File: config.mk
export PLATFORM = sky130hd
export DESIGN_NAME = rbm_front
export DESIGN_NICKNAME = d
export VERILOG_FILES = /design/src/hw/rtl/rbm_pkg.sv /design/src/hw/rtl/rbm_front.sv
export SDC_FILE = /design/constraint.sdc
export NUM_CORES = 2
export LEC_CHECK = 0
export BUFFER_PORTS_ARGS = -buffer_cell sky130_fd_sc_hd__clkbuf_2
export CAP_MARGIN = 25
export CELL_PAD_IN_SITES_DETAIL_PLACEMENT = 1
export CELL_PAD_IN_SITES_GLOBAL_PLACEMENT = 2
export CORE_ASPECT_RATIO = 0.75
export CORE_MARGIN = 2
export CORE_UTILIZATION = 30
export DETAILED_ROUTE_END_ITERATION = 10
export PLACE_DENSITY = 0.62
export SLEW_MARGIN = 20
export SYNTH_ARGS = -nofsm -noshare
export SYNTH_HDL_FRONTEND = slang
export SYNTH_SLANG_ARGS = --single-unit
File: constraint.sdc
create_clock -name clk -period 22 [get_ports clk]
set_input_delay 2.2 -clock clk [delete_from_list [all_inputs] [get_ports clk]]
set_output_delay 2.2 -clock clk [all_outputs]
set_load 0.05 [all_outputs]
File: src/hw/rtl/rbm_pkg.sv
// ----------------------------------------------------------------------------
// rbm_pkg: shared types, constants and arithmetic helpers
// Fixed-point format, blend mode codes and stage payload structs for the
// RGBA blend pipeline.
// ----------------------------------------------------------------------------
package rbm_pkg;

  // Number format: unsigned fixed point, ONE = 2^FRACTION_BITS means 1.0.
  localparam int FRACTION_BITS = 15;
  localparam int FW = 16;                      // external field width
  localparam int VW = FRACTION_BITS + 1;       // saturated channel value
  localparam int RW = FRACTION_BITS + 2;       // rounded result before saturation
  localparam int PW = 2 * FRACTION_BITS + 2;   // product and mix sum

  // Configuration port.
  localparam int CFG_AW = 1;
  localparam int CFG_DW = FW;
  localparam int MODE_W = 3;
  localparam logic [CFG_AW-1:0] CFG_IDX_MODE   = 1'b0;
  localparam logic [CFG_AW-1:0] CFG_IDX_FACTOR = 1'b1;

  typedef logic [FW-1:0] field_t;
  typedef logic [VW-1:0] chan_t;
  typedef logic [RW-1:0] rnd_t;
  typedef logic [PW-1:0] prod_t;

  localparam chan_t ONE   = chan_t'(1) << FRACTION_BITS;
  localparam prod_t HALF  = prod_t'(1) << (FRACTION_BITS - 1);
  localparam rnd_t  ONE_R = rnd_t'(ONE);

  typedef enum logic [MODE_W-1:0] {
    MODE_COPY        = 3'd0,
    MODE_BLEND       = 3'd1,
    MODE_OVERLAY     = 3'd2,
    MODE_OPAQUE      = 3'd3,
    MODE_BLACK_GREEN = 3'd4,
    MODE_WHITE_GREEN = 3'd5
  } mode_t;

  typedef struct packed {
    field_t red;
    field_t green;
    field_t blue;
    field_t alpha;
  } raw_rgba_t;

  typedef struct packed {
    chan_t red;
    chan_t green;
    chan_t blue;
    chan_t alpha;
  } rgba_t;

  // Stage 1: saturated operands.
  typedef struct packed {
    rgba_t base;
    rgba_t top;
    chan_t factor;
    mode_t mode;
    logic  last;
  } s1_t;

  // Stage 2: scalar factors.
  typedef struct packed {
    rgba_t base;
    rgba_t top;
    chan_t factor;
    chan_t t_mix;
    chan_t k_prod;
    chan_t green_alpha;
    mode_t mode;
    logic  last;
  } s2_t;

  // Stage 3: unrounded product pairs, index 0..3 is red, green, blue, alpha.
  typedef struct packed {
    rgba_t              base;
    logic [3:0][PW-1:0] prod_base;
    logic [3:0][PW-1:0] prod_top;
    mode_t              mode;
    logic               last;
  } s3_t;

  // Clamp an input field to one.
  function automatic chan_t sat_field(input field_t v);
    chan_t res;
    res = (v > field_t'(ONE)) ? ONE : v[VW-1:0];
    return res;
  endfunction

  // Clamp a rounded result to one.
  function automatic chan_t sat_rnd(input rnd_t v);
    chan_t res;
    res = (v > ONE_R) ? ONE : v[VW-1:0];
    return res;
  endfunction

  // Round half up and drop the fraction bits.
  function automatic rnd_t fx_round(input prod_t v);
    prod_t sum;
    sum = v + HALF;
    return sum[PW-1:FRACTION_BITS];
  endfunction

  // Rounded product of two values in 0..ONE; the result stays within 0..ONE.
  function automatic chan_t fx_mul(input chan_t a, input chan_t b);
    rnd_t r;
    r = fx_round(prod_t'(a) * prod_t'(b));
    return r[VW-1:0];
  endfunction

  // Unused mode codes behave as copy.
  function automatic mode_t decode_mode(input logic [MODE_W-1:0] code);
    mode_t m;
    unique case (code)
      MODE_BLEND:       m = MODE_BLEND;
      MODE_OVERLAY:     m = MODE_OVERLAY;
      MODE_OPAQUE:      m = MODE_OPAQUE;
      MODE_BLACK_GREEN: m = MODE_BLACK_GREEN;
      MODE_WHITE_GREEN: m = MODE_WHITE_GREEN;
      default:          m = MODE_COPY;
    endcase
    return m;
  endfunction

endpackage

File: src/hw/rtl/rbm_front.sv
// ----------------------------------------------------------------------------
// rbm_front: operand capture and scalar factor stages
// Stage 1 clamps the operands and samples the mode; stage 2 forms the
// top-alpha mix factor, the alpha coverage product and the green-alpha term.
// ----------------------------------------------------------------------------
module rbm_front
  import rbm_pkg::*;
(
  input  logic              clk,
  input  logic              rst_n,
  input  logic              in_valid,
  output logic              in_ready,
  input  raw_rgba_t         in_base,
  input  raw_rgba_t         in_top,
  input  logic              in_last,
  input  logic [MODE_W-1:0] cfg_mode,
  input  field_t            cfg_factor,
  output logic              s2_valid,
  input  logic              s2_ready,
  output s2_t               s2_data
);

  logic  s1_valid_r, s1_valid_nxt;
  s1_t   s1_r, s1_nxt;
  logic  s2_valid_r, s2_valid_nxt;
  s2_t   s2_r, s2_nxt;
  logic  s1_en, s2_en;
  chan_t green_sel;

  // A stage loads when it is empty or its contents move on.
  assign s2_en    = !s2_valid_r || s2_ready;
  assign s1_en    = !s1_valid_r || s2_en;
  assign in_ready = s1_en;

  // Stage 1: clamp operands to one and decode the mode.
  always_comb begin
    s1_nxt.base.red   = sat_field(in_base.red);
    s1_nxt.base.green = sat_field(in_base.green);
    s1_nxt.base.blue  = sat_field(in_base.blue);
    s1_nxt.base.alpha = sat_field(in_base.alpha);
    s1_nxt.top.red    = sat_field(in_top.red);
    s1_nxt.top.green  = sat_field(in_top.green);
    s1_nxt.top.blue   = sat_field(in_top.blue);
    s1_nxt.top.alpha  = sat_field(in_top.alpha);
    s1_nxt.factor     = sat_field(cfg_factor);
    s1_nxt.mode       = decode_mode(cfg_mode);
    s1_nxt.last       = in_last;
    s1_valid_nxt      = s1_en ? in_valid : s1_valid_r;
  end

  // Stage 2: scalar products shared by the channel mixes and alpha rules.
  always_comb begin
    green_sel = (s1_r.mode == MODE_BLACK_GREEN) ? (ONE - s1_r.base.green)
                                                : s1_r.base.green;
    s2_nxt.base        = s1_r.base;
    s2_nxt.top         = s1_r.top;
    s2_nxt.factor      = s1_r.factor;
    s2_nxt.t_mix       = fx_mul(s1_r.top.alpha, s1_r.factor);
    s2_nxt.k_prod      = fx_mul(ONE - s1_r.top.alpha, s1_r.factor);
    s2_nxt.green_alpha = fx_mul(green_sel, s1_r.base.alpha);
    s2_nxt.mode        = s1_r.mode;
    s2_nxt.last        = s1_r.last;
    s2_valid_nxt       = s2_en ? s1_valid_r : s2_valid_r;
  end

  // Valid bits.
  always_ff @(posedge clk) begin
    if (!rst_n) begin
      s1_valid_r <= 1'b0;
      s2_valid_r <= 1'b0;
    end else begin
      s1_valid_r <= s1_valid_nxt;
      s2_valid_r <= s2_valid_nxt;
    end
  end

  // Payload registers.
  always_ff @(posedge clk) begin
    if (s1_en) begin
      s1_r <= s1_nxt;
    end
    if (s2_en) begin
      s2_r <= s2_nxt;
    end
  end

  assign s2_valid = s2_valid_r;
  assign s2_data  = s2_r;

endmodule

==> flow_metrics.tcl <==
set metrics [dict create \
    status "finished clean" \
    initial_core_util 0.303 \
    postRouteAntennaNets 0 \
    rrSetupSlack_ns 13.03 \
    dieArea_um2 124000 \
    required_ns 22.39 \
    synth_edf_count 344 \
    clkSinkCount 346 \
    dp_hpwl_um 84100 \
    core_um2 120000 \
    clk_latency_ns 0.63 \
    ys_types 53 \
    vias 23986 \
    wl_per_cell_um 20.2 \
    cts.clk_slew.worst_paths_ns 0.06 \
    n_fill_cell 13518 \
    crit_path_top_delay_cell "o31ai_1" \
    p_total_mw 4.12 \
    multi_input_area_um2 22900 \
    cts_htree_levels 2 \
    routed_wirelength_um 109000 \
    synthFlopType "edfxtp_1" \
    cts_root_buf "clkbuf_16" \
    antenna_found_initial 15 \
    drt-initial-drc-count 978 \
    vdd_ir_drop_max_mv 0.104 \
    nets 4776 \
    finalCritPeriodShare 0.408 \
    seq_area_um2 10400 \
    setup_viol 0 \
    worst_path_largest_cell_delay_ns 0.75 \
    grt_pass1_wl_um 169000 \
    rsz0062_at_grt "no" \
    die_w_um 406 \
    dieHeight_um 306 \
    cp-end-kind "register" \
    holdPathStages 0 \
    syn2layout_area_growth_pct 14.5 \
    async_reset_ff_frac 0 \
    grt_max_degree 70 \
    grt_pass1_vias 26705 \
    clockBufferDepth 3 \
    crit_fanout 19 \
    ys_seq_elements 346 \
    min_path_type "reg -> reg" \
    syn_nets 4467 \
    cts_tree "yes" \
    final_common_cell "inv_1" \
    hold_violations 0 \
    min_period_ns 8.97 \
    avgViaCountPerCell 4.45 \
    postCtsResizedCells 0 \
    cp-start-kind "register" \
    worst_slew_margin_rel 0.319 \
    syn_inst 3413 \
    utilization 0.347 \
    route.detailed.drc 0 \
    pwr_density_cell_nw_per_um2 98.9 \
    dp.cells 5300 \
    rows 110 \
    post_cts_buffers 0 \
    numPortBuffers 349 \
    worstMarginPinSlew_ns 1.02 \
    crit_top_cell "fa_1" \
    grt_overflow 0 \
    grtUsageTotal 0.181 \
    firstDrtPassIters 4 \
    maxSlewViolCount 0 \
    numCtsBuffers 43 \
    power.leakage_nw 20.0 \
    boundaryPins 350 \
    avgSynthCellArea_um2 10.7 \
    final_cells 5389 \
    arrival_ns 9.35 \
    finalWeightedCongestion 0.849 \
    yosysSeqAreaShare 0.285 \
    fin_skew_ns 0.0407 \
    ctsHoldBuffers 0 \
    ff2ff_path_depth 28 \
    syn_area_um2 36400 \
    max_freq_ghz 0.111 \
    finalSetupTns_ns 0 \
    layout-drive-gt1-share 0.134 \
    yosys_warnings 0 \
    final_cell_mix "inv_1, fa_1, nand2_1" \
    cap_violations 0 \
    crit_type "reg -> reg" \
]
cell families (layout without fill, tap and decap cells):
| kind of cell | Yosys count | count (layout) | share of synthesized area |
|---|---|---|---|
| AO/OA/AOI/OAI | 133 | 133 | 0.0245 |
| buffers and inverters | 868 | 1212 | 0.0895 |
| other | 0 | 8 | 0 |
| XOR/XNOR | 81 | 81 | 0.0195 |
| multiplexers | 1 | 1 | 0.000275 |
| adder cells (fa/ha/maj) | 902 | 902 | 0.429 |
| AND/OR/NAND/NOR | 1082 | 1082 | 0.152 |
| flip-flops | 346 | 346 | 0.285 |
cell usage after synthesis (6+ instances only):
| master | count | area [um^2] |
|---|---|---|
| nand2b_1 | 11 | 68.8 |
| nor2b_1 | 145 | 907 |
| o21bai_1 | 6 | 45.0 |
| clkbuf_1 | 141 | 529 |
| xnor2_1 | 55 | 482 |
| and3_1 | 8 | 50.1 |
| a21o_1 | 14 | 105 |
| fa_1 | 579 | 11600 |
| nor2_1 | 41 | 154 |
| nand2_1 | 441 | 1660 |
| inv_1 | 723 | 2710 |
| a211oi_1 | 6 | 45.0 |
| nor4_1 | 32 | 200 |
| a21oi_1 | 38 | 190 |
| and2_1 | 334 | 2090 |
| xor2_1 | 26 | 228 |
| o21ai_0 | 22 | 110 |
| nand4_1 | 9 | 56.3 |
| a31oi_1 | 7 | 43.8 |
| ha_1 | 323 | 4040 |
| edfxtp_1 | 344 | 10300 |
| nor3_1 | 28 | 140 |
| a41oi_1 | 9 | 78.8 |
| nand3_1 | 15 | 75.1 |
worst max-delay path: cells and delay by family (launching register included):
kind	cells	cell delay, ns
adder cells (fa/ha/maj)	7	3.25
AND/OR/NAND/NOR	10	2.38
AO/OA/AOI/OAI	5	1.72
flip-flops	1	0.74
XOR/XNOR	2	0.44
buffers and inverters	4	0.19
per-layer routing:
metal / track usage / routed length, um / part of all wire / vias to the layer above
li1: - / - / - / 11093
met1: 0.263 / 53600 / 0.49 / 12503
met2: 0.290 / 50300 / 0.46 / 300
met3: 0.0200 / 3290 / 0.030 / 90
met4: 0.0348 / 1680 / 0.015 / 0
met5: 0 / 0 / 0 / -
registers in the layout, indices dropped and copies added (netlist names):
name	cells
s1_r	148
s1_valid_r	1
s2_data	196
s2_valid	1
power breakdown:
part           leakage (nW)  total, mW  internal [mW]  switching, mW
registers              3.89      0.941          0.899         0.0415
logic                  15.5       2.44          0.927           1.51
clock network         0.706      0.743          0.415          0.328
total                  20.0       4.12           2.24           1.88
final timing paths:
check	startpoint	endpoint
worst max-delay path	s1_r[24]$_SDFFCE_PN0P_	s2_data[34]$_DFFE_PP_
worst max register to register	s1_r[24]$_SDFFCE_PN0P_	s2_data[34]$_DFFE_PP_
worst min-delay path	s1_r[103]$_SDFFCE_PN0P_	s2_data[151]$_DFFE_PP_
worst min register to register	s1_r[103]$_SDFFCE_PN0P_	s2_data[151]$_DFFE_PP_
final cells by class:
cell class	instances	share of cell area
multi-input cells	2199	0.549
clock inverters	30	0.00772
well taps	1624	0.0488
diodes	8	0.000480
inverters	723	0.0653
repair buffers	409	0.0529
flip-flops and latches	346	0.249
clock buffers	50	0.0272
through the flow:
step / setup WS, ns / cell area (um^2) / hold slack [ns]
after CTS: 12.99 / 41600 / 0.386
after global routing: 12.36 / 41700 / 0.392
final: 13.03 / 41700 / 0.395
after detailed placement: 12.99 / 40200 / 0.406
after global placement: 13.21 / 40200 / 0.401
after floorplan: 14.12 / 36400 / 0.400
Power figures use the tool's default switching activity.
