### config.mk
export PLATFORM = sky130hd
export DESIGN_NAME = rbm_resolve
export DESIGN_NICKNAME = d
export VERILOG_FILES = /design/src/hw/rtl/rbm_pkg.sv /design/src/hw/rtl/rbm_resolve.sv
export SDC_FILE = /design/constraint.sdc
export NUM_CORES = 1
export LEC_CHECK = 0
export BUFFER_PORTS_ARGS = -buffer_cell sky130_fd_sc_hd__buf_2
export CELL_PAD_IN_SITES_DETAIL_PLACEMENT = 0
export CELL_PAD_IN_SITES_GLOBAL_PLACEMENT = 1
export CORE_ASPECT_RATIO = 1.1
export CORE_MARGIN = 5
export CORE_UTILIZATION = 40
export DETAILED_ROUTE_END_ITERATION = 10
export PLACE_DENSITY_LB_ADDON = 0.05
export SLEW_MARGIN = 20
export SYNTH_ARGS = -nofsm -noshare
export SYNTH_HDL_FRONTEND = slang
export SYNTH_SLANG_ARGS = --single-unit
### constraint.sdc
create_clock -name clk -period 10.55 [get_ports clk]
set_clock_uncertainty 0.05 [all_clocks]
set_input_delay 1.5825 -clock clk [delete_from_list [all_inputs] [get_ports clk]]
set_output_delay 1.5825 -clock clk [all_outputs]
set_load 0.03 [all_outputs]
### src/hw/rtl/rbm_pkg.sv
// ----------------------------------------------------------------------------
// rbm_pkg: shared types, constants and arithmetic helpers
// Fixed-point format, blend mode codes and stage payload structs for the
// RGBA blend pipeline.
// ----------------------------------------------------------------------------
package rbm_pkg;

  // Number format: unsigned fixed point, ONE = 2^FRACTION_BITS means 1.0.
  localparam int FRACTION_BITS = 15;
  localparam int FW = 16;                      // external field width
  localparam int VW = FRACTION_BITS + 1;       // saturated channel value
  localparam int RW = FRACTION_BITS + 2;       // rounded result before saturation
  localparam int PW = 2 * FRACTION_BITS + 2;   // product and mix sum

  // Configuration port.
  localparam int CFG_AW = 1;
  localparam int CFG_DW = FW;
  localparam int MODE_W = 3;
  localparam logic [CFG_AW-1:0] CFG_IDX_MODE   = 1'b0;
  localparam logic [CFG_AW-1:0] CFG_IDX_FACTOR = 1'b1;

  typedef logic [FW-1:0] field_t;
  typedef logic [VW-1:0] chan_t;
  typedef logic [RW-1:0] rnd_t;
  typedef logic [PW-1:0] prod_t;

  localparam chan_t ONE   = chan_t'(1) << FRACTION_BITS;
  localparam prod_t HALF  = prod_t'(1) << (FRACTION_BITS - 1);
  localparam rnd_t  ONE_R = rnd_t'(ONE);

  typedef enum logic [MODE_W-1:0] {
    MODE_COPY        = 3'd0,
    MODE_BLEND       = 3'd1,
    MODE_OVERLAY     = 3'd2,
    MODE_OPAQUE      = 3'd3,
    MODE_BLACK_GREEN = 3'd4,
    MODE_WHITE_GREEN = 3'd5
  } mode_t;

  typedef struct packed {
    field_t red;
    field_t green;
    field_t blue;
    field_t alpha;
  } raw_rgba_t;

  typedef struct packed {
    chan_t red;
    chan_t green;
    chan_t blue;
    chan_t alpha;
  } rgba_t;

  // Stage 1: saturated operands.
  typedef struct packed {
    rgba_t base;
    rgba_t top;
    chan_t factor;
    mode_t mode;
    logic  last;
  } s1_t;

  // Stage 2: scalar factors.
  typedef struct packed {
    rgba_t base;
    rgba_t top;
    chan_t factor;
    chan_t t_mix;
    chan_t k_prod;
    chan_t green_alpha;
    mode_t mode;
    logic  last;
  } s2_t;

  // Stage 3: unrounded product pairs, index 0..3 is red, green, blue, alpha.
  typedef struct packed {
    rgba_t              base;
    logic [3:0][PW-1:0] prod_base;
    logic [3:0][PW-1:0] prod_top;
    mode_t              mode;
    logic               last;
  } s3_t;

  // Clamp an input field to one.
  function automatic chan_t sat_field(input field_t v);
    chan_t res;
    res = (v > field_t'(ONE)) ? ONE : v[VW-1:0];
    return res;
  endfunction

  // Clamp a rounded result to one.
  function automatic chan_t sat_rnd(input rnd_t v);
    chan_t res;
    res = (v > ONE_R) ? ONE : v[VW-1:0];
    return res;
  endfunction

  // Round half up and drop the fraction bits.
  function automatic rnd_t fx_round(input prod_t v);
    prod_t sum;
    sum = v + HALF;
    return sum[PW-1:FRACTION_BITS];
  endfunction

  // Rounded product of two values in 0..ONE; the result stays within 0..ONE.
  function automatic chan_t fx_mul(input chan_t a, input chan_t b);
    rnd_t r;
    r = fx_round(prod_t'(a) * prod_t'(b));
    return r[VW-1:0];
  endfunction

  // Unused mode codes behave as copy.
  function automatic mode_t decode_mode(input logic [MODE_W-1:0] code);
    mode_t m;
    unique case (code)
      MODE_BLEND:       m = MODE_BLEND;
      MODE_OVERLAY:     m = MODE_OVERLAY;
      MODE_OPAQUE:      m = MODE_OPAQUE;
      MODE_BLACK_GREEN: m = MODE_BLACK_GREEN;
      MODE_WHITE_GREEN: m = MODE_WHITE_GREEN;
      default:          m = MODE_COPY;
    endcase
    return m;
  endfunction

endpackage

### src/hw/rtl/rbm_resolve.sv
// ----------------------------------------------------------------------------
// rbm_resolve: rounding, saturation and output register
// Rounds the product sums, applies the alpha rule of the mode, clamps to
// one and clears the colour of fully transparent results.
// ----------------------------------------------------------------------------
module rbm_resolve
  import rbm_pkg::*;
(
  input  logic  clk,
  input  logic  rst_n,
  input  logic  s3_valid,
  output logic  s3_ready,
  input  s3_t   s3_data,
  output logic  out_valid,
  input  logic  out_ready,
  output rgba_t out_pix,
  output logic  out_last
);

  logic  out_valid_r, out_valid_nxt;
  rgba_t pix_r, pix_nxt;
  logic  last_r;
  logic  out_en;
  rgba_t res;
  rnd_t  alpha_rnd;

  assign out_en   = !out_valid_r || out_ready;
  assign s3_ready = out_en;

  // Rounded channel values per mode.
  always_comb begin
    alpha_rnd = fx_round(s3_data.prod_base[3] + s3_data.prod_top[3]);
    unique case (s3_data.mode)
      MODE_COPY: begin
        res = s3_data.base;
      end
      MODE_OVERLAY: begin
        res.red   = sat_rnd(fx_round(s3_data.prod_base[0] + s3_data.prod_top[0]));
        res.green = sat_rnd(fx_round(s3_data.prod_base[1] + s3_data.prod_top[1]));
        res.blue  = sat_rnd(fx_round(s3_data.prod_base[2] + s3_data.prod_top[2]));
        res.alpha = sat_rnd(rnd_t'(s3_data.base.alpha) + alpha_rnd);
      end
      default: begin
        res.red   = sat_rnd(fx_round(s3_data.prod_base[0] + s3_data.prod_top[0]));
        res.green = sat_rnd(fx_round(s3_data.prod_base[1] + s3_data.prod_top[1]));
        res.blue  = sat_rnd(fx_round(s3_data.prod_base[2] + s3_data.prod_top[2]));
        res.alpha = sat_rnd(alpha_rnd);
      end
    endcase
  end

  // A transparent result carries no colour.
  always_comb begin
    pix_nxt = res;
    if (res.alpha == '0) begin
      pix_nxt.red   = '0;
      pix_nxt.green = '0;
      pix_nxt.blue  = '0;
    end
    out_valid_nxt = out_en ? s3_valid : out_valid_r;
  end

  always_ff @(posedge clk) begin
    if (!rst_n) begin
      out_valid_r <= 1'b0;
    end else begin
      out_valid_r <= out_valid_nxt;
    end
  end

  always_ff @(posedge clk) begin
    if (out_en) begin
      pix_r  <= pix_nxt;
      last_r <= s3_data.last;
    end
  end

  assign out_valid = out_valid_r;
  assign out_pix   = pix_r;
  assign out_last  = last_r;

endmodule

==> Flow_metrics.wiki, run 1 <==
{| class="wikitable"
! Metric !! Value
|-
| Syn_nets || 1786
|-
| Hold path endpoint || out_valid
|-
| Clock transition at the register clock pins on the worst setup and hold paths after CTS || ~0.060 ns
|-
| Area share of and/or/nand/nor cells after synthesis || 0.163
|-
| Finish-stage setup viols || 0
|-
| EDFF count, synth || 65
|-
| Number of setup buffers added after CTS || 0
|-
| RR Startpoint || out_valid
|-
| Largest net degree at the start of global routing || 62
|-
| Maximum Capacitance Violations || 0
|-
| First-pass GRT wire length || 54.9 mm
|-
| Layout filler cell count || 2625
|-
| Crit Path Class || primary input to flop
|-
| Leading area contributor after synthesis || sky130_fd_sc_hd__ha_1
|-
| Placer's final routability congestion estimate || 0.909
|-
| Synth Area in Compound Gates || 0.238
|-
| Arrival @ worst endpoint || between 7 and 8 ns
|-
| Final Non-Filler Cells || 1940
|-
| Maximum single-stage delay on the critical path || roughly 0.51 ns
|-
| Min Tclk post-route || ~7.6 ns
|-
| Synthesis-to-layout area growth || 24.9%
|-
| Worst hold slack || 0.961 ns
|-
| Fin. Hold Viols || 0
|-
| CP max-delay cell || sky130_fd_sc_hd__a2111oi_0
|-
| Routed vias || 10.9k
|-
| Proportion of layout cells with a drive suffix above 1 || 0.276
|-
| Area taken by flip-flops and latches || slightly below 0.002 sq mm
|-
| Endpoint class of the critical path || flop
|-
| Clk sinks || 66
|-
| Synth Flop Type || sky130_fd_sc_hd__edfxtp_1
|-
| Antenna Nets Post-Route || 0
|-
| Run status || finished clean
|-
| Total power || 0.00173 W
|-
| Worst EP required || 10.54 ns
|-
| Per-cell routed wire length || between 15 and 20 um
|-
| Fraction of synthesis flops using an asynchronous set or reset pin || 0
|-
| Gate count after technology mapping || 1202
|-
| Maximum clock rate || approximately 130 MHz
|-
| Vertical die dimension || 180 um
|-
| Number of buffers inserted by port buffering || around 390
|-
| Portion of synthesized cell area occupied by the leading cell type || 0.303
|-
| Highest fanout seen on the critical path || 48
|-
| Depth of the CTS H-tree || 3
|-
| Worst slack after detailed placement || 2.77 ns
|-
| Final worst path period share || 0.716
|-
| Total number of nets in the final design || 2161
|-
| Total wirelength of the detailed-routed design || about 36 mm
|-
| Sequential share of the synthesized area || 0.188
|-
| Number of placement rows || between 60 and 70
|-
| Clock network latency to the later pin of the worst-skew pair || 0.34 ns
|-
| Die area || 0.0296 sq mm
|-
| Buffers and inverters on the worst path || 2
|-
| Crit path launch type || primary input
|-
| Register-to-Register Setup Slack || roughly 9 ns
|-
| Leak pwr || around 6.8 nW
|-
| Source of the worst hold timing path || out_valid
|-
| Number of warnings printed during yosys synthesis || 0
|-
| Family with the most delay on the worst path || compound AO/OA/AOI/OAI gates
|-
| Slew at the pin closest to its max-slew limit || 1.01 ns
|-
| Top cells by area, synth || sky130_fd_sc_hd__ha_1, sky130_fd_sc_hd__edfxtp_1, sky130_fd_sc_hd__a21oi_1
|-
| Total half-perimeter wirelength after legalization and detailed placement || 30.5 mm
|-
| TritonCTS clock tree || yes
|-
| Worst min-delay path class || flop to flop
|-
| Maximum buffer depth of the clock tree || 2
|-
| Count of cells resized by post-cts repair || 0
|-
| Synth unique cells || 72
|-
| Destination of the worst register-to-register timing path || out_pix[31]
|-
| Cell count of the worst hold path || 2
|-
| Remaining design rule violation count || 0
|-
| Worst-case setup margin in the final layout || 3.00 ns
|-
| Quantity of hold-fixing buffers added after cts || 0
|-
| Violation count after the first detailed-routing iteration || ~520
|-
| Core Region || 0.0260 sq mm
|-
| Mean instance size in the synthesized netlist || 8.75 sq um
|-
| Sequence of cells on the critical path || buf_2, ha_1, ha_1, a41o_1, a211oi_1, o211ai_1, a2111oi_0, nor3b_1, fa_1, a211oi_1, o21ai_0, a41oi_1, o31ai_1, o31ai_1, xor3_1, nor3_1, o311ai_1, nor4b_4, buf_4, a2111oi_0
|-
| Main combinational cell family by area after synthesis || adder cells
|-
| Number of pins exceeding their max-slew limit in the final report || 0
|-
| Final setup TNS || 0 ns
|-
| Count of TritonRoute iterations in the first routing pass || 6
|-
| Share of the synthesized netlist area taken by xor and xnor gates || 0.0614
|-
| Number of antenna violations at the first check in global routing || 14
|-
| Arithmetic-cell share of the synthesized area counting full adders, half adders and majority gates || 0.305
|-
| Clock buffers created by TritonCTS || 9
|-
| Detailed-route vias per instance || 5.62
|-
| Effective utilization at floorplan || 0.405
|-
| IR drop worst, VDD || 0.0680 mV
|-
| Synthesized area || 0.0105 sq mm
|-
| Worst relative slew slack || 0.322
|-
| Footprint of the multi-input gates || 0.00822 sq mm
|-
| Total congestion overflow || 0
|-
| Post-Place Cells || 1918
|-
| Proportion of synthesized area in mux cells || 0.0106
|-
| Number of storage elements in the synthesis netlist || 66
|-
| Power density over cell area || around 130 mW/mm^2
|-
| Setup repair after global routing missed its margin || false
|-
| Vias in the first global route || 10.8k
|-
| Clock root buffer || sky130_fd_sc_hd__clkbuf_16
|-
| Global-route usage over all layers || 0.232
|-
| Worst Reg-to-Reg Cells || 2
|-
| Overall die width || 165 um
|-
| Top-Level Pins || approximately 400
|}
layout make-up:
cell class,count,share of cell area
Antenna cell,6,0.00114
Clock buffer,12,0.0180
Clock inverter,4,0.00343
Inverter,55,0.0157
Multi-Input combinational cell,1047,0.626
Sequential cell,66,0.150
Tap cell,352,0.0335
Timing Repair Buffer,398,0.152
worst max path at each step:
| stage | slack, ns | to | depth (start not counted) | from |
|---|---|---|---|---|
| after global placement | 2.81 | out_pix[50] | 21 | s3_data[102] |
| final | 3.00 | out_pix[48] | 20 | s3_data[102] |
| after CTS | 3.12 | out_pix[48] | 20 | s3_data[102] |
| after global routing | 2.49 | out_pix[49] | 22 | s3_data[102] |
| after detailed placement | 2.77 | out_pix[48] | 20 | s3_data[102] |
| after floorplan | 3.75 | out_pix[23] | 20 | s3_data[115] |
metal layers:
metal	share of wire	global-route usage	wire length [um]
met5	0.0026	0	92
met4	0.029	0.0832	1030
met2	0.51	0.420	18200
met3	0.077	0.0595	2770
met1	0.38	0.260	13700
power by group:
part	internal, W	total [W]	switching [W]
Combinational	0.000400	0.00105	0.000649
Sequential	0.000360	0.000380	0.0000207
Clock	0.000182	0.000298	0.000116
Total	0.000942	0.00173	0.000786
stage by stage:
| step | util | cell area (sq um) |
|---|---|---|
| finish | 0.506 | 13100 |
| global route | 0.506 | 13100 |
| CTS | 0.505 | 13100 |
| detailed placement | 0.494 | 12800 |
| global placement | 0.494 | 12800 |
| floorplan | - | 10500 |
registers in the layout, summed over array words and instances, names as in the netlist:
name,count
out_last,1
out_pix,64
out_valid,1
worst register-to-register path: stages, from the launching register on:
cell and delay [ns]:
sky130_fd_sc_hd__dfxtp_1 0.34, sky130_fd_sc_hd__nand2b_4 0.45, sky130_fd_sc_hd__buf_4 0.54
cell usage in the layout (no fill, tap or decap), types with 29 or more instances in the layout:
cell / n
sky130_fd_sc_hd__nor2_1: 79
sky130_fd_sc_hd__nor3_1: 42
sky130_fd_sc_hd__inv_1: 55
sky130_fd_sc_hd__o21ai_0: 53
sky130_fd_sc_hd__nand2_1: 72
sky130_fd_sc_hd__xnor2_1: 42
sky130_fd_sc_hd__a21o_1: 41
sky130_fd_sc_hd__buf_2: 394
sky130_fd_sc_hd__ha_1: 255
sky130_fd_sc_hd__xor2_1: 29
sky130_fd_sc_hd__a21oi_1: 106
sky130_fd_sc_hd__edfxtp_1: 65
sky130_fd_sc_hd__nand3_1: 35
Yosys cell counts (13+ instances only):
| master | instances |
|---|---|
| sky130_fd_sc_hd__a21o_1 | 41 |
| sky130_fd_sc_hd__o21ai_0 | 53 |
| sky130_fd_sc_hd__nor2_1 | 79 |
| sky130_fd_sc_hd__nand3_1 | 35 |
| sky130_fd_sc_hd__xor2_1 | 29 |
| sky130_fd_sc_hd__o21a_1 | 13 |
| sky130_fd_sc_hd__a21oi_1 | 106 |
| sky130_fd_sc_hd__edfxtp_1 | 65 |
| sky130_fd_sc_hd__nor3_1 | 43 |
| sky130_fd_sc_hd__nor4_1 | 14 |
| sky130_fd_sc_hd__o21bai_1 | 13 |
| sky130_fd_sc_hd__inv_1 | 55 |
| sky130_fd_sc_hd__xnor2_1 | 42 |
| sky130_fd_sc_hd__a31oi_1 | 13 |
| sky130_fd_sc_hd__nand2_1 | 72 |
| sky130_fd_sc_hd__clkbuf_1 | 25 |
| sky130_fd_sc_hd__nand4_1 | 21 |
| sky130_fd_sc_hd__nor2b_1 | 13 |
| sky130_fd_sc_hd__ha_1 | 255 |
cell families after synthesis:
logic type	Yosys count
AO/OA/AOI/OAI	369
AND/OR/NAND/NOR	339
adder cells (fa/ha/maj)	256
buffers and inverters	89
XOR/XNOR	72
flip-flops	66
multiplexers	11
Note: power is estimated with default switching activity, not from simulation.
==> inputs of run 2 (changes only) <==
Settings changed: ABC_AREA set to 1, CORE_UTILIZATION 40 to 34.
Clock period 10.55 ns to 6.3 ns, I/O delays scaled along.
==> Flow_metrics.wiki, run 2 <==
{| class="wikitable"
! Metric !! Value
|-
| Combinational share of power || 0.660
|-
| Clk sinks || 66
|-
| Switching part of the total || 0.516
|-
| Violation count after the first detailed-routing iteration || 781
|-
| Vias in the first global route || about 16k
|-
| Most numerous cell in the Yosys netlist || sky130_fd_sc_hd__nand2_1
|-
| Total number of nets in the final design || 3200
|-
| Commonest cells in the synthesized netlist || sky130_fd_sc_hd__nand2_1, sky130_fd_sc_hd__inv_1, sky130_fd_sc_hd__ha_1
|-
| IR drop worst, VDD || 0.0843 mV
|-
| Slew at the pin closest to its max-slew limit || 0.967 ns
|-
| Total wirelength of the detailed-routed design || 50.8 mm
|-
| Highest fanout seen on the critical path || 19
|-
| Synth unique cells || 45
|-
| Global-route usage over all layers || 0.213
|-
| Worst relative slew slack || 0.354
|-
| Final setup TNS || 0 ns
|-
| Worst EP required || 6.34 ns
|-
| Maximum clock rate || 177 MHz
|-
| Endpoint class of the critical path || flop
|-
| Proportion of layout cells with a drive suffix above 1 || 0.189
|-
| Crit path launch type || primary input
|-
| Clock transition at the register clock pins on the worst setup and hold paths after CTS || 0.06 ns
|-
| Top cells by area, synth || sky130_fd_sc_hd__ha_1, sky130_fd_sc_hd__nand2_1, sky130_fd_sc_hd__edfxtp_1
|-
| Overall die width || 203 um
|-
| Final Non-Filler Cells || 3136
|-
| Number of warnings printed during yosys synthesis || 0
|-
| Depth of the CTS H-tree || 3
|-
| Arrival @ worst endpoint || 5.68 ns
|-
| Final worst path period share || 0.895
|-
| Clock root buffer || sky130_fd_sc_hd__clkbuf_16
|-
| Top-Level Pins || 395
|-
| Total power || 0.00338 W
|-
| Power density over cell area || approximately 200 mW/mm^2
|-
| Fin. Hold Viols || 0
|-
| Maximum single-stage delay on the critical path || 0.41 ns
|-
| Maximum Capacitance Violations || 0
|-
| Run status || finished clean
|-
| EDFF count, synth || 65
|-
| TritonCTS clock tree || yes
|-
| Count of TritonRoute iterations in the first routing pass || 5
|-
| Synthesized area || 0.0140 sq mm
|-
| Proportion of power drawn by the clock network || 0.154
|-
| Area share of and/or/nand/nor cells after synthesis || 0.341
|-
| Syn_nets || 2816
|-
| Vertical die dimension || 222 um
|-
| Most frequent cells in the layout || sky130_fd_sc_hd__nand2_1, sky130_fd_sc_hd__buf_2, sky130_fd_sc_hd__inv_1
|-
| Synth Flop Type || sky130_fd_sc_hd__edfxtp_1
|-
| Main combinational cell family by area after synthesis || simple AND/OR/NAND/NOR gates
|-
| Post-Place Cells || roughly 3.1k
|-
| Synthesis-to-layout area growth || 20.4%
|-
| Clock network latency to the later pin of the worst-skew pair || between 0.3 and 0.4 ns
|-
| Cell count of the worst hold path || 1
|-
| Quantity of hold-fixing buffers added after cts || 0
|-
| Number of storage elements in the synthesis netlist || 66
|-
| Worst min-delay path class || primary input to flop
|-
| Number of antenna violations at the first check in global routing || 3
|-
| Share of the synthesized netlist area taken by xor and xnor gates || 0.0226
|-
| Gate count after technology mapping || 2232
|-
| Fraction of synthesis flops using an asynchronous set or reset pin || 0
|-
| Finish-stage setup viols || 0
|-
| Die area || 0.0452 sq mm
|-
| Synth Area in Compound Gates || 0.160
|-
| Number of buffers inserted by port buffering || 394
|-
| Portion of synthesized cell area occupied by the leading cell type || 0.229
|-
| Maximum buffer depth of the clock tree || 2
|-
| Leak pwr || 9.49 nW
|-
| Number of setup buffers added after CTS || 0
|-
| Clock buffers created by TritonCTS || 9
|-
| P_int || 0.00163 W
|-
| Count of cells resized by post-cts repair || 0
|-
| Dominant cell type by count on the critical path || sky130_fd_sc_hd__nand2_1
|-
| Core Region || roughly 0.040 sq mm
|-
| Largest net degree at the start of global routing || 67
|-
| Proportion of synthesized area in mux cells || 0
|-
| Setup repair after global routing missed its margin || false
|-
| Sequential share of the synthesized area || 0.141
|-
| Number of flip-flops under the largest register name || 64
|-
| Placer's final routability congestion estimate || 0.932
|-
| Antenna Nets Post-Route || 0
|-
| Number of pins exceeding their max-slew limit in the final report || 0
|-
| Remaining design rule violation count || 0
|-
| Effective utilization at floorplan || 0.346
|-
| Leading area contributor after synthesis || sky130_fd_sc_hd__ha_1
|-
| Most common cell after layout, fill and taps aside || sky130_fd_sc_hd__nand2_1
|-
| First-pass GRT wire length || 79.2 mm
|-
| Per-cell routed wire length || 16.2 um
|-
| Total congestion overflow || 0
|-
| Number of placement rows || 77
|-
| Detailed-route vias per instance || approximately 5.0
|-
| CP max-delay cell || sky130_fd_sc_hd__ha_1
|-
| Total half-perimeter wirelength after legalization and detailed placement || 45.3 mm
|-
| Routed vias || 15.6k
|-
| Mean instance size in the synthesized netlist || between 6 and 7 sq um
|-
| Worst Reg-to-Reg Cells || 2
|-
| Arithmetic-cell share of the synthesized area counting full adders, half adders and majority gates || 0.230
|-
| Sequential fraction of design power || 0.186
|-
| Min Tclk post-route || about 5.6 ns
|-
| Crit Path Class || primary input to flop
|-
| Psw || 0.00175 W
|}
## run 2: changes by cell type after synthesis, moves of 23 or more
cell,previous run,this run
sky130_fd_sc_hd__nand2_1,72,620
sky130_fd_sc_hd__inv_1,55,325
sky130_fd_sc_hd__nor2_1,79,254
sky130_fd_sc_hd__nand3_1,35,133
sky130_fd_sc_hd__a21oi_1,106,191
sky130_fd_sc_hd__xnor2_1,42,10
sky130_fd_sc_hd__a21boi_0,8,33
sky130_fd_sc_hd__a21oi_2,0,25
sky130_fd_sc_hd__a21o_1,41,18
## run 2: path summary, 6_finish.rpt
| check | startpoint | endpoint | slack, ns |
|---|---|---|---|
| max | s3_data[115] | out_pix[24] | 0.66 |
| min | s3_data[0] | out_last | 0.73 |
| max reg2reg | out_valid | out_pix[28] | 4.72 |
| min reg2reg | out_valid | out_pix[19] | 1.05 |
## run 2: power groups by stage
stage | logic, W | clock network, W | registers, W
finish | 0.00223 | 0.000520 | 0.000630
global route | 0.00250 | 0.000547 | 0.000637
CTS | 0.00225 | 0.000530 | 0.000632
detailed placement | 0.00224 | 0 | 0.000641
global placement | 0.00224 | 0 | 0.000639
floorplan | 0.00138 | 0 | 0.000821
## run 2: kinds of logic after synthesis
logic type,Yosys count
simple gates,1130
compound gates,379
buf+inv,365
fa+ha+maj,256
flops,66
xor+xnor,36
## run 2: layer usage
metal,vias up,global-route usage,part of all wire
met5,-,0,0.0010
met4,6,0.0427,0.018
li1,8125,-,-
met2,384,0.393,0.49
met3,50,0.0300,0.055
met1,6999,0.265,0.44
## run 2: critical path, delay by kind of cell
kind	cells	cell delay, ns
buf+inv	5	0.55
fa+ha+maj	3	1.06
compound gates	3	0.52
simple gates	20	2.61
## run 2: layout make-up
class / instances / area [sq um]
diodes: 2 / 5.00
clock buffers: 9 / 225
clock inverters: 7 / 77.6
fillers: 4552 / 23600
inverters: 336 / 1260
multi-input cells: 1801 / 10600
flip-flops and latches: 66 / 1970
well taps: 513 / 642
repair buffers: 402 / 2070
## run 2: metrics by stage
stage               hold slack, ns  cell area (sq um)  setup WS, ns  utilization
floorplan                    0.994              14000          1.40            -
global placement              1.07              16500         0.296        0.409
detailed placement            1.08              16500         0.297        0.409
CTS                          0.714              16800         0.650        0.416
global route                 0.715              16800         0.228        0.416
finish                       0.727              16800         0.659        0.416
==> inputs of run 3 (changes only) <==
Settings changed: CORE_UTILIZATION 34 to 40.
Clock period 6.3 ns to 6.6 ns, I/O delays scaled along.
==> Flow_metrics.wiki, run 3 (synthesis results as in run 2) <==
{| class="wikitable"
! Metric !! Value
|-
| Run status || finished clean
|-
| Worst hold slack || just under 0.8 ns
|-
| Number of buffers inserted by port buffering || 394
|-
| Finish-stage setup viols || 0
|-
| Worst EP required || ~6.6 ns
|-
| Worst min-delay path class || primary input to flop
|-
| Detailed-route vias per instance || 5.07
|-
| Largest net degree at the start of global routing || 94
|-
| Antenna Nets Post-Route || 0
|-
| Leak pwr || 9.48 nW
|-
| Sequential fraction of design power || 0.188
|-
| Clock buffers created by TritonCTS || 9
|-
| Number of setup buffers added after CTS || 0
|-
| Worst-case setup margin in the final layout || 0.990 ns
|-
| Met1 wire length || about 21 mm
|-
| Min Tclk post-route || about 5.6 ns
|-
| Vias in the first global route || 15.1k
|-
| Crit path launch type || primary input
|-
| Buffers and inverters on the worst path || 5
|-
| Routed met2 length || roughly 23 mm
|-
| Proportion of power drawn by the clock network || 0.160
|-
| Count of cells resized by post-cts repair || 0
|-
| Placer's final routability congestion estimate || 0.935
|-
| Violation count after the first detailed-routing iteration || 898
|-
| Total congestion overflow || 0
|-
| Routed vias || 15.5k
|-
| Power density over cell area || 193 mW/mm^2
|-
| Most frequent cells in the layout || sky130_fd_sc_hd__nand2_1, sky130_fd_sc_hd__buf_2, sky130_fd_sc_hd__inv_1
|-
| Family with the most delay on the worst path || simple AND/OR/NAND/NOR gates
|-
| Maximum Capacitance Violations || 0
|-
| Number of placement rows || 71
|-
| Maximum clock rate || about 180 MHz
|-
| Total wirelength of the detailed-routed design || ~48 mm
|-
| Overall die width || 188 um
|-
| Arrival @ worst endpoint || about 5.6 ns
|-
| Post-Place Cells || a little over 3k
|-
| Remaining design rule violation count || 0
|-
| Highest fanout seen on the critical path || 21
|-
| Top-Level Pins || 395
|-
| Final worst path period share || 0.850
|-
| Proportion of layout cells with a drive suffix above 1 || 0.188
|-
| Final Non-Filler Cells || 3060
|-
| Fin. Hold Viols || 0
|-
| Total number of nets in the final design || 3198
|-
| Number of pins exceeding their max-slew limit in the final report || 0
|-
| Effective utilization at floorplan || 0.406
|-
| Endpoint class of the critical path || flop
|-
| TritonCTS clock tree || yes
|-
| Number of flip-flops under the largest register name || 64
|-
| CP max-delay cell || sky130_fd_sc_hd__fa_1
|-
| Combinational share of power || 0.652
|-
| Number of antenna violations at the first check in global routing || 4
|-
| Crit Path Class || primary input to flop
|-
| Synthesis-to-layout area growth || 19.6%
|-
| Slew at the pin closest to its max-slew limit || 0.987 ns
|-
| IR drop worst, VDD || 0.153 mV
|-
| Clock root buffer || sky130_fd_sc_hd__clkbuf_16
|-
| Clk sinks || 66
|-
| First-pass GRT wire length || around 75 mm
|-
| Dominant cell type by count on the critical path || sky130_fd_sc_hd__nand2_1
|-
| Psw || ~0.0016 W
|-
| Setup repair after global routing missed its margin || false
|-
| Switching part of the total || 0.510
|-
| Worst relative slew slack || 0.342
|-
| Total half-perimeter wirelength after legalization and detailed placement || 42.7 mm
|-
| Global-route usage over all layers || 0.237
|-
| P_int || around 0.0016 W
|-
| Maximum buffer depth of the clock tree || 2
|-
| Most common cell after layout, fill and taps aside || sky130_fd_sc_hd__nand2_1
|-
| Core Region || 0.0344 sq mm
|-
| Per-cell routed wire length || 15.8 um
|-
| Die area || 0.0387 sq mm
|-
| Highest metal layer with signal wires || met5
|-
| Clock transition at the register clock pins on the worst setup and hold paths after CTS || 0.06 ns
|-
| Met3 wire len || 2.74 mm
|-
| Vertical die dimension || around 210 um
|-
| Maximum single-stage delay on the critical path || 0.46 ns
|-
| Layout filler cell count || 3715
|-
| Count of TritonRoute iterations in the first routing pass || 5
|-
| Depth of the CTS H-tree || 3
|-
| Quantity of hold-fixing buffers added after cts || 0
|-
| Final setup TNS || 0 ns
|-
| Clock network latency to the later pin of the worst-skew pair || 0.33 ns
|-
| Worst slack after detailed placement || ~0.7 ns
|}
run 3: final timing paths:
| kind | from | endpoint | slack, ns | cells after the start |
|---|---|---|---|---|
| setup / recovery | s3_data[109] | out_pix[24] | 0.99 | 33 |
| hold / removal | s3_data[0] | out_last | 0.78 | 1 |
| setup reg to reg | out_valid | out_pix[48] | 5.04 | 2 |
| hold reg to reg | out_valid | out_pix[35] | 1.07 | 2 |
run 3: power groups by stage:
stage | combinational (W) | sequential (W) | clock [W]
3_5_place_dp | 0.00209 | 0.000615 | 0
3_3_place_gp | 0.00208 | 0.000614 | 0
6_report | 0.00210 | 0.000605 | 0.000517
5_1_grt | 0.00235 | 0.000610 | 0.000545
4_1_cts | 0.00210 | 0.000606 | 0.000523
2_1_floorplan | 0.00132 | 0.000783 | 0
run 3: routing by layer:
| layer | up-vias | GRT usage |
|---|---|---|
| met5 | - | 0 |
| met4 | 4 | 0.0729 |
| met3 | 75 | 0.0248 |
| met2 | 466 | 0.428 |
| met1 | 6848 | 0.298 |
| li1 | 8123 | - |
run 3: final cells by class:
type | count | area [sq um] | share of cell area
antenna | 3 | 7.51 | 0.000450
clock buffer | 9 | 225 | 0.0135
clock inverter | 7 | 92.6 | 0.00555
inverter | 336 | 1260 | 0.0756
multi-input combinational | 1801 | 10600 | 0.632
sequential | 66 | 1970 | 0.118
tap | 438 | 548 | 0.0328
timing repair buffer | 400 | 2030 | 0.122
run 3: per-stage QoR:
step | total power [W] | utilization | cell area (sq um)
2_1_floorplan | 0.00210 | - | 14000
3_3_place_gp | 0.00270 | 0.476 | 16400
3_5_place_dp | 0.00270 | 0.476 | 16400
4_1_cts | 0.00323 | 0.485 | 16700
5_1_grt | 0.00351 | 0.485 | 16700
6_report | 0.00322 | 0.485 | 16700
